**src/rtl/core/rths_pkg.sv**
```systemverilog
// Shared types and constants for the RGB to HSV conversion pipeline.
package rths_pkg;

  localparam int unsigned CHAN_W = 8;
  localparam int unsigned HUE_W = 11;
  localparam int unsigned QUO_W = CHAN_W + 1;
  localparam int unsigned SEG_W = 3;
  localparam int unsigned NUM_CELLS = QUO_W;

  localparam logic [SEG_W-1:0] SEG_RED_YELLOW   = 3'd0;
  localparam logic [SEG_W-1:0] SEG_YELLOW_GREEN = 3'd1;
  localparam logic [SEG_W-1:0] SEG_GREEN_CYAN   = 3'd2;
  localparam logic [SEG_W-1:0] SEG_CYAN_BLUE    = 3'd3;
  localparam logic [SEG_W-1:0] SEG_BLUE_MAGENTA = 3'd4;
  localparam logic [SEG_W-1:0] SEG_MAGENTA_RED  = 3'd5;

  localparam logic [HUE_W-1:0] HUE_MAX = 11'd1535;
  localparam logic [HUE_W-1:0] OFFSET_TOP = 11'd255;

  typedef struct packed {
    logic [CHAN_W-1:0] red;
    logic [CHAN_W-1:0] green;
    logic [CHAN_W-1:0] blue;
  } pixel_t;

  typedef struct packed {
    logic [HUE_W-1:0]  hue;
    logic [CHAN_W-1:0] saturation;
    logic [CHAN_W-1:0] brightness;
  } hsv_t;

  typedef struct packed {
    logic [QUO_W-1:0]  rem;
    logic [QUO_W-1:0]  quo;
    logic [SEG_W-1:0]  seg;
    logic [CHAN_W-1:0] sat;
    logic [CHAN_W-1:0] bright;
  } div_t;

endpackage

```
**src/rtl/core/rths_front.sv**
```systemverilog
// Front stage: finds max, min, mid channel and hue segment, and registers the segment with mid-min, max-min and max.
module rths_front (
  input  logic            clk,
  input  logic            rst,
  input  logic            in_valid,
  output logic            in_ready,
  input  rths_pkg::pixel_t in_data,
  output logic            out_valid,
  input  logic            out_ready,
  output rths_pkg::div_t  out_data
);

  logic [rths_pkg::CHAN_W-1:0] r, g, b, v, lo, mid;
  logic [rths_pkg::SEG_W-1:0]  seg;
  logic                        valid;
  rths_pkg::div_t              data, data_next;

  assign r = in_data.red;
  assign g = in_data.green;
  assign b = in_data.blue;

  always_comb begin
    v = (r > g) ? r : g;
    v = (v > b) ? v : b;
    lo = (r < g) ? r : g;
    lo = (lo < b) ? lo : b;
    priority if (v == r) begin
      mid = (g > b) ? g : b;
    end else if (v == g) begin
      mid = (r > b) ? r : b;
    end else begin
      mid = (r > g) ? r : g;
    end
    priority if (v == r && lo == b && v != g) begin
      seg = rths_pkg::SEG_RED_YELLOW;
    end else if (v == g && lo == b && lo != r) begin
      seg = rths_pkg::SEG_YELLOW_GREEN;
    end else if (v == g && lo == r && v != b) begin
      seg = rths_pkg::SEG_GREEN_CYAN;
    end else if (v == b && lo == r && lo != g) begin
      seg = rths_pkg::SEG_CYAN_BLUE;
    end else if (v == b && lo == g && v != r) begin
      seg = rths_pkg::SEG_BLUE_MAGENTA;
    end else begin
      seg = rths_pkg::SEG_MAGENTA_RED;
    end
    data_next.rem = {1'b0, mid - lo};
    data_next.quo = '0;
    data_next.seg = seg;
    data_next.sat = v - lo;
    data_next.bright = v;
  end

  assign in_ready = !valid || out_ready;

  always_ff @(posedge clk) begin
    if (rst) begin
      valid <= 1'b0;
    end else if (in_ready) begin
      valid <= in_valid;
    end
    if (in_valid && in_ready) begin
      data <= data_next;
    end
  end

  assign out_valid = valid;
  assign out_data = data;

endmodule

```
**src/rtl/core/rths_cell.sv**
```systemverilog
// Divider cell: one restoring step that yields one quotient bit per stage.
module rths_cell (
  input  logic           clk,
  input  logic           rst,
  input  logic           in_valid,
  output logic           in_ready,
  input  rths_pkg::div_t in_data,
  output logic           out_valid,
  input  logic           out_ready,
  output rths_pkg::div_t out_data
);

  logic                        valid;
  logic                        fits;
  logic [rths_pkg::QUO_W-1:0]  divisor;
  logic [rths_pkg::QUO_W-1:0]  trial;
  rths_pkg::div_t              data, data_next;

  always_comb begin
    divisor = {1'b0, in_data.sat};
    fits = in_data.rem >= divisor;
    trial = fits ? (in_data.rem - divisor) : in_data.rem;
    data_next = in_data;
    data_next.rem = {trial[rths_pkg::QUO_W-2:0], 1'b0};
    data_next.quo = {in_data.quo[rths_pkg::QUO_W-2:0], fits};
  end

  assign in_ready = !valid || out_ready;

  always_ff @(posedge clk) begin
    if (rst) begin
      valid <= 1'b0;
    end else if (in_ready) begin
      valid <= in_valid;
    end
    if (in_valid && in_ready) begin
      data <= data_next;
    end
  end

  assign out_valid = valid;
  assign out_data = data;

endmodule

```
**src/rtl/core/rgb_to_hsv_six_segment_core.sv**
```systemverilog
// Top level of the pipelined RGB to HSV converter.
//
// The pixel channel carries one RGB word per accepted handshake; the hsv
// channel returns one word holding hue, saturation and brightness for each.
// A word is taken at a clock edge where valid is high and stall is low.
// Throughput is one pixel per clock cycle when the hsv side does not stall.
// From an accepted pixel to its result being valid, a pixel passes through
// one front stage that finds the extremes and the hue segment, a row of nine
// divider cells that each resolve one bit of the hue offset, and one output
// register that forms the final hue.
// Every stage holds a valid flag and advances whenever the stage after it
// is empty or moving, so bubbles close up and new pixels are taken while a
// finished result still waits at the output.
// When the receiver stalls, the output word holds and the pipeline fills up;
// pixel_stall rises only once every stage is occupied.
// Reset clears all valid flags, so no word is presented after reset.
module rgb_to_hsv_six_segment_core (
  input  logic             clk,
  input  logic             rst,
  input  logic             pixel_valid,
  output logic             pixel_stall,
  input  rths_pkg::pixel_t pixel,
  output logic             hsv_valid,
  input  logic             hsv_stall,
  output rths_pkg::hsv_t   hsv
);

  logic                   stage_valid [rths_pkg::NUM_CELLS+1];
  logic                   stage_ready [rths_pkg::NUM_CELLS+1];
  rths_pkg::div_t         stage_data  [rths_pkg::NUM_CELLS+1];
  logic                   front_ready;
  logic                   out_ready;
  logic                   valid;
  rths_pkg::hsv_t         data, data_next;
  rths_pkg::div_t         last;

  rths_front u_front (
    .clk       (clk),
    .rst       (rst),
    .in_valid  (pixel_valid),
    .in_ready  (front_ready),
    .in_data   (pixel),
    .out_valid (stage_valid[0]),
    .out_ready (stage_ready[0]),
    .out_data  (stage_data[0])
  );

  assign pixel_stall = !front_ready;

  for (genvar i = 0; i < rths_pkg::NUM_CELLS; i++) begin : g_cell
    rths_cell u_cell (
      .clk       (clk),
      .rst       (rst),
      .in_valid  (stage_valid[i]),
      .in_ready  (stage_ready[i]),
      .in_data   (stage_data[i]),
      .out_valid (stage_valid[i+1]),
      .out_ready (stage_ready[i+1]),
      .out_data  (stage_data[i+1])
    );
  end

  assign last = stage_data[rths_pkg::NUM_CELLS];
  assign out_ready = !valid || !hsv_stall;
  assign stage_ready[rths_pkg::NUM_CELLS] = out_ready;

  always_comb begin
    data_next.saturation = last.sat;
    data_next.brightness = last.bright;
    if (last.sat == '0) begin
      data_next.hue = '0;
    end else if (last.seg[0]) begin
      data_next.hue = {last.seg, 8'b0} + rths_pkg::OFFSET_TOP - {2'b0, last.quo};
    end else begin
      data_next.hue = {last.seg, 8'b0} + {2'b0, last.quo};
    end
  end

  always_ff @(posedge clk) begin
    if (rst) begin
      valid <= 1'b0;
    end else if (out_ready) begin
      valid <= stage_valid[rths_pkg::NUM_CELLS];
    end
    if (stage_valid[rths_pkg::NUM_CELLS] && out_ready) begin
      data <= data_next;
    end
  end

  assign hsv_valid = valid;
  assign hsv = data;

  a_grey_hue_zero: assert property (@(posedge clk) disable iff (rst)
    hsv_valid && hsv.saturation == '0 |-> hsv.hue == '0)
    else $error("grey pixel produced a nonzero hue");

  a_hue_range: assert property (@(posedge clk) disable iff (rst)
    hsv_valid |-> hsv.hue <= rths_pkg::HUE_MAX)
    else $error("hue out of range");

  a_sat_below_value: assert property (@(posedge clk) disable iff (rst)
    hsv_valid |-> hsv.saturation <= hsv.brightness)
    else $error("saturation exceeds brightness");

  a_no_stall_when_empty: assert property (@(posedge clk) disable iff (rst)
    !stage_valid[0] |-> !pixel_stall)
    else $error("input stalled while front stage is empty");

endmodule

```
**config.mk**
```make
export PLATFORM = sky130hd
export DESIGN_NAME = rgb_to_hsv_six_segment_core
export DESIGN_NICKNAME = d
export VERILOG_FILES = /design/src/rtl/core/rths_pkg.sv /design/src/rtl/core/rths_front.sv /design/src/rtl/core/rths_cell.sv /design/src/rtl/core/rgb_to_hsv_six_segment_core.sv
export SDC_FILE = /design/constraint.sdc
export NUM_CORES = 1
export LEC_CHECK = 0
export ABC_AREA = 1
export ABC_CLOCK_PERIOD_IN_PS = 9500
export BUFFER_PORTS_ARGS = -buffer_cell sky130_fd_sc_hd__buf_2
export CORE_UTILIZATION = 50
export CTS_BUF_LIST = sky130_fd_sc_hd__clkbuf_2 sky130_fd_sc_hd__clkbuf_4 sky130_fd_sc_hd__clkbuf_8
export CTS_CLUSTER_SIZE = 14
export DETAILED_ROUTE_END_ITERATION = 16
export PLACE_DENSITY_LB_ADDON = 0.3
export SLEW_MARGIN = 5
export SYNTH_ARGS = -nofsm -noshare
export SYNTH_HDL_FRONTEND = slang
export SYNTH_HIERARCHICAL = 1
export SYNTH_SLANG_ARGS = --single-unit
export TNS_END_PERCENT = 50
```
**constraint.sdc**
```tcl
create_clock -name clk -period 9.5 [get_ports clk]
set_clock_uncertainty 0.05 [all_clocks]
set_input_delay 1.425 -clock clk [delete_from_list [all_inputs] [get_ports clk]]
set_output_delay 1.425 -clock clk [all_outputs]
set_load 0.02 [all_outputs]
```
Word level (Yosys, flattened, before mapping)

Index checks and enable logic that the tools add are counted.

Add/sub/neg operators: 13
Magnitude comparators: 15
Equal/unequal tests: 11
Muxes and demuxes: 21
Reduce and logical (&&, ||, !) cells: 48

Operators by type and width:

| kind                    | number |
|---|---|
| $mux W8                 | 16 |
| $sub A8 B8 Y8           | 10 |
| $ge A9 B8 Y1            | 8 |
| $eq A8 B8 Y1            | 6 |
| $ne A8 B8 Y1            | 5 |
| $gt A8 B8 Y1            | 4 |
| $logic_and A1 B1 Y1     | 21 |
| $lt A8 B8 Y1            | 2 |
| $logic_not A1 Y1        | 13 |
| $add A11 B8 Y11 const B | 1 |
| $add A11 B9 Y11         | 1 |
| $logic_or A1 B1 Y1      | 11 |
| $mux W11                | 1 |
| $sub A11 B9 Y11         | 1 |
| $ge A8 B8 Y1            | 1 |
| $logic_not A8 Y1        | 1 |
| $mux W2                 | 2 |
| $reduce_or A4 Y1        | 1 |
| $mux W1                 | 2 |
| $reduce_or A2 Y1        | 1 |

Register bits: 345
Bits of input ports: 28
Logic and storage cells: 179

Depth between registers and ports, before layout

Gate-level depths: netlist (run 1).

Word-level depth: 13
Mapped depth: 43

Modules after synthesis

Netlist (run 1), hierarchy kept.

By module, submodules not included:

| module                            | instances | cells an instance | area an instance (um2) | sequential area each (um2) |
|---|---|---|---|---|
| rths_cell at g_cell[1].u_cell ... | 6         | 151               | 1784.2                 | 1101.1 |
| rths_front                        | 1         | 613               | 4154.0                 | 830.8 |
| rths_cell at g_cell[0].u_cell ... | 2         | 152               | 1767.9                 | 1101.1 |
| rths_cell at g_cell[7].u_cell     | 1         | 153               | 1719.1                 | 1101.1 |
| rgb_to_hsv_six_segment_core       | 1         | 77                | 1108.6                 | 830.8 |

Least setup slack after synthesis (run 1)

No wires, ideal clock.

Path type: input -> register
From: input pixel[15] (netlist bit)
To: register u_front.data (netlist bit u_front/out_data[35]), data pin
Data arrival time: 5.669 ns
Data required time: 9.190 ns
Slack: 3.521 ns
Stages on the path: 36
Buffers on the path: 2
Cell sequence: inv_1 > ha_1 > a21o_1 > nor2_2 > nand2_4 > nand2_4 > buf_6 > nand2_1 > o21ai_2 > ha_1 > a21oi_1 > nor2_1 > nor2_1 > nand3_1 > o21ai_4 > inv_4 > o21ai_2 > inv_2 > nand2_1 > nand4_1 > nor2_1 > nand2_1 > buf_6 > a21oi_1 > a22o_1 > inv_1 > ha_1 > a21oi_1 > nand2_1 > a21oi_1 > o21bai_1 > nand2_1 > nand2_1 > a21oi_1 > xor2_1 > xor2_1

RTL lines:

| what                 | line                              | RTL |
|---|---|---|
| from (decl)          | rgb_to_hsv_six_segment_core.sv:22 | `input rths_pkg::pixel_t pixel,` |
| to (signal assigned) | rths_front.sv:63                  | `data <= data_next;` |
| to (decl)            | rths_front.sv:16                  | `rths_pkg::div_t data, data_next;` |

==> results.json, run 1 <==
{
  "cts_hold_buf": 0,
  "htreeDepth": 2,
  "start_util_pct": 50.6,
  "fmax_mhz": 150,
  "clkTransAtPathRegs_ns": 0.06,
  "root_buffer": "clkbuf_8",
  "irDropWorstVdd_uv": 104,
  "slowest_stage": "nand2_1",
  "avgRoutedWirePerCell_um": 15.0,
  "maxSlewViolCount": 0,
  "syn_inst": 1940,
  "status": "completed",
  "final_cell_area_um2": 21600,
  "setup_ws_ns": 2.82,
  "tightest_slew_ns": 1.21,
  "period_needed_ns": 6.68,
  "grt_max_degree": 36,
  "startpoint": "pixel[13]",
  "grt_pass1_vias": 12800,
  "cts.sinks": 345,
  "cp-start-kind": "input pin",
  "vias": 13100,
  "drc": 0,
  "core-area_um2": 38600,
  "rows": 72,
  "viasPerCell": 5.02,
  "die_h_um": 200,
  "power.leakage_uw": 0.00941,
  "fillers": 3363,
  "grtUsageMet1_pct": 24.6,
  "wirelength_um": 39100,
  "cts_buffers": 56,
  "dr.first_iter.drc_count": 619,
  "grt_pass1_wl_um": 64100,
  "drive_gt1_share_pct": 19.2,
  "syn_area_per_cell_um2": 10.1,
  "min_path_type": "reg -> reg",
  "numPortBuffers": 56,
  "ant_nets": 0,
  "syn2layout_area_growth_pct": 10.5,
  "end_kind": "register",
  "critPathMaxStageDelay_ns": 0.36,
  "setup_viol": 0,
  "critPathMostFrequentCell": "nand2_1",
  "powerDensity_nw_per_um2": 202,
  "clkLatencyLatePin_ns": 0.64,
  "worst-r2r-setup-slack_ns": 6.86,
  "worst_hold_slack_ns": 0.364,
  "hold_violations": 0,
  "min_from": "g_cell[3].u_cell/out_data[0]",
  "die_w_um": 200,
  "grt_overflow_total": 0,
  "yosysWarnings": 6,
  "crit_fanout": 16,
  "setup-tns-final_ns": 0,
  "dp_slack_ns": 2.19,
  "drv_cap": 0,
  "crit_required_ns": 9.84,
  "dieArea_um2": 39800,
  "synth_fp_nets": 2107,
  "cts_resized": 0,
  "antenna_cells": 0,
  "dpl_cell_area_um2": 20400,
  "pin_count": 57,
  "track_usage_pct": 20.6,
  "hpwl_um": 30100,
  "cts_tree": "built",
  "critPathArrivalTime_ns": 7.01,
  "timing.rr.start": "hsv_valid",
  "first_pass_iters": 5,
  "criticalPathCategory": "in -> reg",
  "nets": 2211,
  "busiest_layer": "met2",
  "grt_setup_unrepaired": "no",
  "met2_usage_pct": 36.2,
  "routabilityCongestion": 0.898,
  "netlist_area_um2": 19500,
  "grt_use_met3_pct": 4.41,
  "antenna_found_initial": 1,
  "cts_buffer_depth": 3,
  "period_share_pct": 70.3,
  "slew_headroom_pct": 19.1,
  "cts_setup_buffers": 0
}
==> cell usage in the layout, fill, tap and decap left out, types with 12 or more instances in the layout <==
| cell type | count |
|---|---|
| nand2_2 | 111 |
| edfxtp_1 | 334 |
| xor2_1 | 30 |
| inv_1 | 276 |
| nand2_8 | 15 |
| nor2_1 | 82 |
| buf_2 | 56 |
| nand2_1 | 463 |
| inv_2 | 12 |
| nor2_4 | 20 |
| clkbuf_8 | 56 |
| a21oi_1 | 63 |
| nand3_2 | 13 |
| nand3_1 | 159 |
| nor2_2 | 13 |
| ha_1 | 129 |
| nand2_4 | 12 |
| xnor2_1 | 26 |
| nand4_1 | 17 |
| o21ai_0 | 31 |
| clkbuf_4 | 19 |
| clkinv_1 | 23 |
==> report_power, final <==
| group | switching (uW) | internal [uW] |
|---|---|---|
| Clock | 584 | 716 |
| Sequential | 59.9 | 1810 |
| Combinational | 765 | 427 |
==> per-layer routing <==
metal | vias to the layer above | part of all wire (%) | routed length (um)
met3 | 91 | 5.2 | 2040
met1 | 6078 | 42 | 16300
met2 | 301 | 50 | 19500
met4 | 2 | 3.3 | 1290
li1 | 6611 | - | -
met5 | - | 0.026 | 10
==> final cells by class <==
cell class | instances | area (um^2) | share of cell area, %
multi-input combinational | 1274 | 8040 | 37.3
inverter | 300 | 1130 | 5.23
timing repair buffer | 67 | 363 | 1.68
clock inverter | 26 | 234 | 1.08
tap | 518 | 648 | 3.00
clock buffer | 75 | 913 | 4.23
sequential | 345 | 10200 | 47.5
==> metrics by stage <==
step / util (%) / power (uW) / std cells
floorplan: - / 2800 / 1940
global placement: 53.0 / 3050 / 2504
detailed placement: 53.0 / 3080 / 2504
CTS: 56.0 / 4400 / 2605
global route: 56.0 / 4630 / 2605
finish: 56.0 / 4360 / 2605
==> state kept, by name, indices dropped and copies added (netlist names) <==
signal                   flops
g_cell.u_cell/out_valid      9
hsv_valid                    1
g_cell.u_cell/out_data     280
hsv                         27
u_front/out_data            27
u_front/out_valid            1
==> worst paths after layout <==
path                                                endpoint  cells after the start
worst min-delay path            g_cell[4].u_cell/out_data[0]                      0
worst max register to register          u_front/out_data[29]                     22
worst max-delay path                    u_front/out_data[35]                     35
worst min register to register  g_cell[4].u_cell/out_data[0]                      0
==> worst max-delay path: cells and delay by family <==
kind	cells	cell delay [ns]
compound gates	9	1.62
xor+xnor	2	0.26
fa+ha+maj	3	0.93
buf+inv	7	0.92
simple gates	14	1.85
No activity file was read; power rests on OpenSTA's default activity.
==> inputs of run 2 (changes only) <==
Settings changed: ABC_CLOCK_PERIOD_IN_PS 9500 to 5800.
Clock period 9.5 ns to 5.8 ns, I/O delays scaled along.
==> results.json, run 2 (same netlist as run 1, synthesis figures left out) <==
{
  "status": "completed",
  "largest_register_ffs": 280,
  "hpwl_um": 30900,
  "power.leakage_uw": 0.00983,
  "syn2layout_area_growth_pct": 14.0,
  "powerDensity_nw_per_um2": 324,
  "hold_path_depth": 0,
  "clkTransAtPathRegs_ns": 0.06,
  "finish.utilization_pct": 57.7,
  "root_buffer": "clkbuf_8",
  "first_pass_iters": 7,
  "ant_nets": 0,
  "antenna_found_initial": 1,
  "reg2reg_depth": 22,
  "startpoint": "pixel[13]",
  "grt_setup_unrepaired": "no",
  "grt_pass1_wl_um": 64700,
  "die_w_um": 200,
  "worst-r2r-setup-slack_ns": 3.12,
  "start_util_pct": 50.6,
  "critPathMaxStageDelay_ns": 0.30,
  "crit_required_ns": 6.08,
  "period_share_pct": 92.1,
  "drv_cap": 0,
  "cts.sinks": 345,
  "period_needed_ns": 5.34,
  "maxSlewViolCount": 0,
  "min_path_type": "reg -> reg",
  "cts_buffer_depth": 3,
  "drc": 0,
  "avgRoutedWirePerCell_um": 14.7,
  "cts_tree": "built",
  "irDropWorstVdd_uv": 198,
  "grt_max_degree": 36,
  "nets": 2298,
  "hold_violations": 0,
  "setup-tns-final_ns": 0,
  "wirelength_um": 39500,
  "tightest_slew_ns": 1.07,
  "slowest_stage": "ha_1",
  "cts_buffers": 53,
  "dieArea_um2": 39800,
  "cp-start-kind": "input pin",
  "fillers": 3248,
  "criticalPathCategory": "in -> reg",
  "setup_viol": 0,
  "htreeDepth": 2,
  "drive_gt1_share_pct": 22.3,
  "vias": 13400,
  "grt_overflow_total": 0,
  "end_kind": "register",
  "core-area_um2": 38600,
  "crit_fanout": 7,
  "critPathArrivalTime_ns": 5.62,
  "viasPerCell": 4.97,
  "clkLatencyLatePin_ns": 0.60,
  "antenna_cells": 0,
  "die_h_um": 200,
  "numPortBuffers": 56,
  "endpoint": "u_front/out_data[35]",
  "dr.first_iter.drc_count": 628,
  "grt_pass1_vias": 13400,
  "r2r_end": "u_front/out_data[14]",
  "timing.rr.start": "hsv_valid",
  "rows": 72,
  "track_usage_pct": 20.7,
  "pin_count": 57,
  "critPathMostFrequentCell": "nand2_1",
  "final_cell_mix": "nand2_1, edfxtp_1, inv_1",
  "routabilityCongestion": 0.905,
  "cts_hold_buf": 0,
  "mostFrequentLayoutCell": "nand2_1",
  "fmax_mhz": 187,
  "slew_headroom_pct": 28.3
}
==> run 2: cell count changes in the layout (fill, tap and decap cells not counted), sizes merged <==
cell	before	now
clkinvlp	1	0
clkinv	31	35
inv	291	292
nand2	601	602
bufinv	3	5
buf	67	156
clkbuf	75	65
==> run 2: report_power, final <==
part           switching, uW  internal (uW)  leakage [uW]  total, uW
logic                   1260            816       0.00611       2080
registers               94.6           2960       0.00313       3050
clock network            915           1170      0.000582       2080
total                   2270           4940       0.00983       7210
==> run 2: metal layers <==
metal	track usage [%]	vias up	part of all wire [%]
met5	0	-	0
met4	7.69	0	2.8
met3	3.56	83	5.1
met2	38.0	304	51
met1	23.8	6183	41
li1	-	6797	-
==> run 2: timing repair <==
action | CTS | global route
endpoints found under the setup margin | 0 | 2
buffers inserted | 0 | 7
gates resized for setup | 0 | 4
hold endpoints to repair | 0 | 0
==> run 2: metrics by stage <==
step                setup WS, ns  power, uW  hold WS (ns)  cells  area, um^2
floorplan                  0.376       4590         0.350   1940       19500
global placement          0.0564       5100         0.350   2586       21100
CTS                        0.469       7260         0.348   2683       22200
detailed placement        -0.145       5140         0.355   2586       21100
global route              0.0104       7670         0.361   2691       22300
finish                     0.461       7210         0.354   2691       22300
==> run 2: worst min path at each step <==
stage	start	endpoint	slack [ns]
floorplan	u_front/out_data[0]	g_cell[0].u_cell/out_data[0]	0.35
global placement	g_cell[1].u_cell/out_data[17]	g_cell[2].u_cell/out_data[17]	0.35
detailed placement	g_cell[0].u_cell/out_data[2]	g_cell[1].u_cell/out_data[2]	0.35
CTS	g_cell[6].u_cell/out_data[6]	g_cell[7].u_cell/out_data[6]	0.35
global route	g_cell[6].u_cell/out_data[6]	g_cell[7].u_cell/out_data[6]	0.36
finish	g_cell[6].u_cell/out_data[6]	g_cell[7].u_cell/out_data[6]	0.35
==> run 2: cell type report <==
| type | instances | area, um^2 | area share, % |
|---|---|---|---|
| flip-flops and latches | 345 | 10200 | 46.1 |
| multi-input cells | 1275 | 8070 | 36.3 |
| inverters | 300 | 1130 | 5.07 |
| repair buffers | 156 | 1040 | 4.69 |
| clock buffers | 65 | 820 | 3.68 |
| well taps | 518 | 648 | 2.91 |
| clock inverters | 32 | 293 | 1.32 |
==> run 2: critical path, delay by kind of cell <==
kind / cells / cell delay [ns]
buffers and inverters: 8 / 0.68
XOR/XNOR: 2 / 0.29
AND/OR/NAND/NOR: 14 / 1.52
adder cells (fa/ha/maj): 3 / 0.84
AO/OA/AOI/OAI: 9 / 1.39
==> inputs of run 3 (changes only) <==
Settings changed: CELL_PAD_IN_SITES_DETAIL_PLACEMENT from default to 1, CELL_PAD_IN_SITES_GLOBAL_PLACEMENT from default to 2, CORE_UTILIZATION 50 to 39, SETUP_SLACK_MARGIN from default to 0.5.
==> results.json, run 3 (same netlist as run 1, synthesis figures left out) <==
{
  "wl_met3_um": 1760,
  "slew_headroom_pct": 23.7,
  "slowest_stage": "ha_4",
  "mostFrequentLayoutCell": "nand2_1",
  "pin_count": 57,
  "final_cell_area_um2": 22600,
  "intPower_uw": 4920,
  "p_switching_uw": 2380,
  "wirelength_um": 47100,
  "viasPerCell": 4.81,
  "met1_length_um": 20200,
  "cts_buffer_depth": 3,
  "grt_overflow_total": 0,
  "nets": 2282,
  "period_needed_ns": 5.11,
  "htreeDepth": 2,
  "irDropWorstVdd_uv": 167,
  "setup_viol": 0,
  "avgRoutedWirePerCell_um": 16.7,
  "cts.sinks": 345,
  "grt_setup_unrepaired": "yes",
  "tightest_slew_ns": 1.14,
  "drv_cap": 0,
  "cts_buffers": 58,
  "numPortBuffers": 56,
  "maxSlewViolCount": 0,
  "status": "completed",
  "syn2layout_area_growth_pct": 16.0,
  "clkPwrFrac_pct": 28.8,
  "dieArea_um2": 51000,
  "first_pass_iters": 5,
  "cts_tree": "built",
  "clkLatencyLatePin_ns": 0.65,
  "stdcell_count": 2826,
  "drc": 0,
  "criticalPathCategory": "in -> reg",
  "crit_required_ns": 6.14,
  "dpl_cell_area_um2": 21200,
  "p_sw_share_pct": 32.6,
  "wl_met2_um": 24100,
  "p_seq_share_pct": 41.7,
  "grt_max_degree": 36,
  "period_share_pct": 88.1,
  "p_total_uw": 7300,
  "cts_hold_buf": 0,
  "p_comb_share_pct": 29.5,
  "dr.first_iter.drc_count": 565,
  "end_kind": "register",
  "finish.utilization_pct": 46.1,
  "start_util_pct": 39.7,
  "ant_nets": 0,
  "dp_slack_ns": -0.196,
  "setup_ws_ns": 0.690,
  "critPathMaxStageDelay_ns": 0.29,
  "powerDensity_nw_per_um2": 323,
  "crit_fanout": 8,
  "min_path_type": "reg -> reg",
  "die_w_um": 226,
  "routabilityCongestion": 0.896,
  "vias": 13600,
  "maxUsedRoutingLayer": "met4",
  "die_h_um": 226,
  "final_cell_mix": "nand2_1, edfxtp_1, inv_1",
  "largest_register_ffs": 280,
  "grt_pass1_wl_um": 75800,
  "hpwl_um": 37400,
  "critPathMostFrequentCell": "nand2_1",
  "root_buffer": "clkbuf_8",
  "cp-start-kind": "input pin",
  "clkTransAtPathRegs_ns": 0.06,
  "dpl.cell_count": 2709,
  "track_usage_pct": 19.2,
  "fmax_mhz": 196,
  "power.leakage_uw": 0.00981,
  "antenna_found_initial": 1,
  "rows": 81,
  "critPathArrivalTime_ns": 5.45,
  "grt_pass1_vias": 14500,
  "core-area_um2": 49200,
  "drive_gt1_share_pct": 24.4,
  "hold_violations": 0
}
run 3: cell type report:
| class | count | area [um^2] |
|---|---|---|
| Timing Repair inverter | 1 | 6.26 |
| Antenna cell | 1 | 2.50 |
| Clock inverter | 19 | 103 |
| Clock buffer | 87 | 1040 |
| Fill cell | 5553 | 26500 |
| Tap cell | 664 | 831 |
| Multi-Input combinational cell | 1276 | 8410 |
| Inverter | 300 | 1130 |
| Timing Repair Buffer | 133 | 866 |
| Sequential cell | 345 | 10200 |
run 3: power groups by stage:
stage / sequential, uW / clock [uW] / combinational (uW)
after floorplan: 3050 / 0 / 1560
after global routing: 3060 / 2290 / 2420
after CTS: 3050 / 2200 / 2100
after global placement: 3100 / 0 / 2020
after detailed placement: 3100 / 0 / 2090
final: 3050 / 2100 / 2150
run 3: path summary, 6_finish.rpt:
path / from / to / slack, ns / depth (start not counted)
worst min register to register: g_cell[6].u_cell/out_data[2] / g_cell[7].u_cell/out_data[2] / 0.36 / 0
worst max register to register: hsv_valid / u_front/out_data[4] / 3.02 / 22
worst min-delay path: g_cell[6].u_cell/out_data[2] / g_cell[7].u_cell/out_data[2] / 0.36 / 0
worst max-delay path: pixel[13] / u_front/out_data[35] / 0.69 / 37
run 3: metrics by stage:
step / TNS [ns] / hold WS (ns)
after floorplan: 0 / 0.350
after global placement: -0.0351 / 0.351
after detailed placement: -0.313 / 0.356
after CTS: 0 / 0.361
after global routing: 0 / 0.363
final: 0 / 0.357
run 3: what timing repair did:
| item | 4_1_cts | 5_1_grt |
|---|---|---|
| endpoints found under the setup margin | 1 | 4 |
| pin swaps | 2 | 35 |
| gates cloned | 1 | 2 |
| gates resized for setup | 1 | 59 |
| buffers inserted | 1 | 6 |
run 3: critical path, delay by kind of cell:
kind	cells	cell delay, ns
AND/OR/NAND/NOR	15	1.43
buffers and inverters	7	0.71
adder cells (fa/ha/maj)	3	0.75
AO/OA/AOI/OAI	10	1.41
XOR/XNOR	2	0.26
run 3: per-layer routing:
layer	vias to the layer above	track usage (%)
met3	71	3.23
met4	0	6.01
met2	216	34.6
met5	-	0
li1	6762	-
met1	6550	23.2
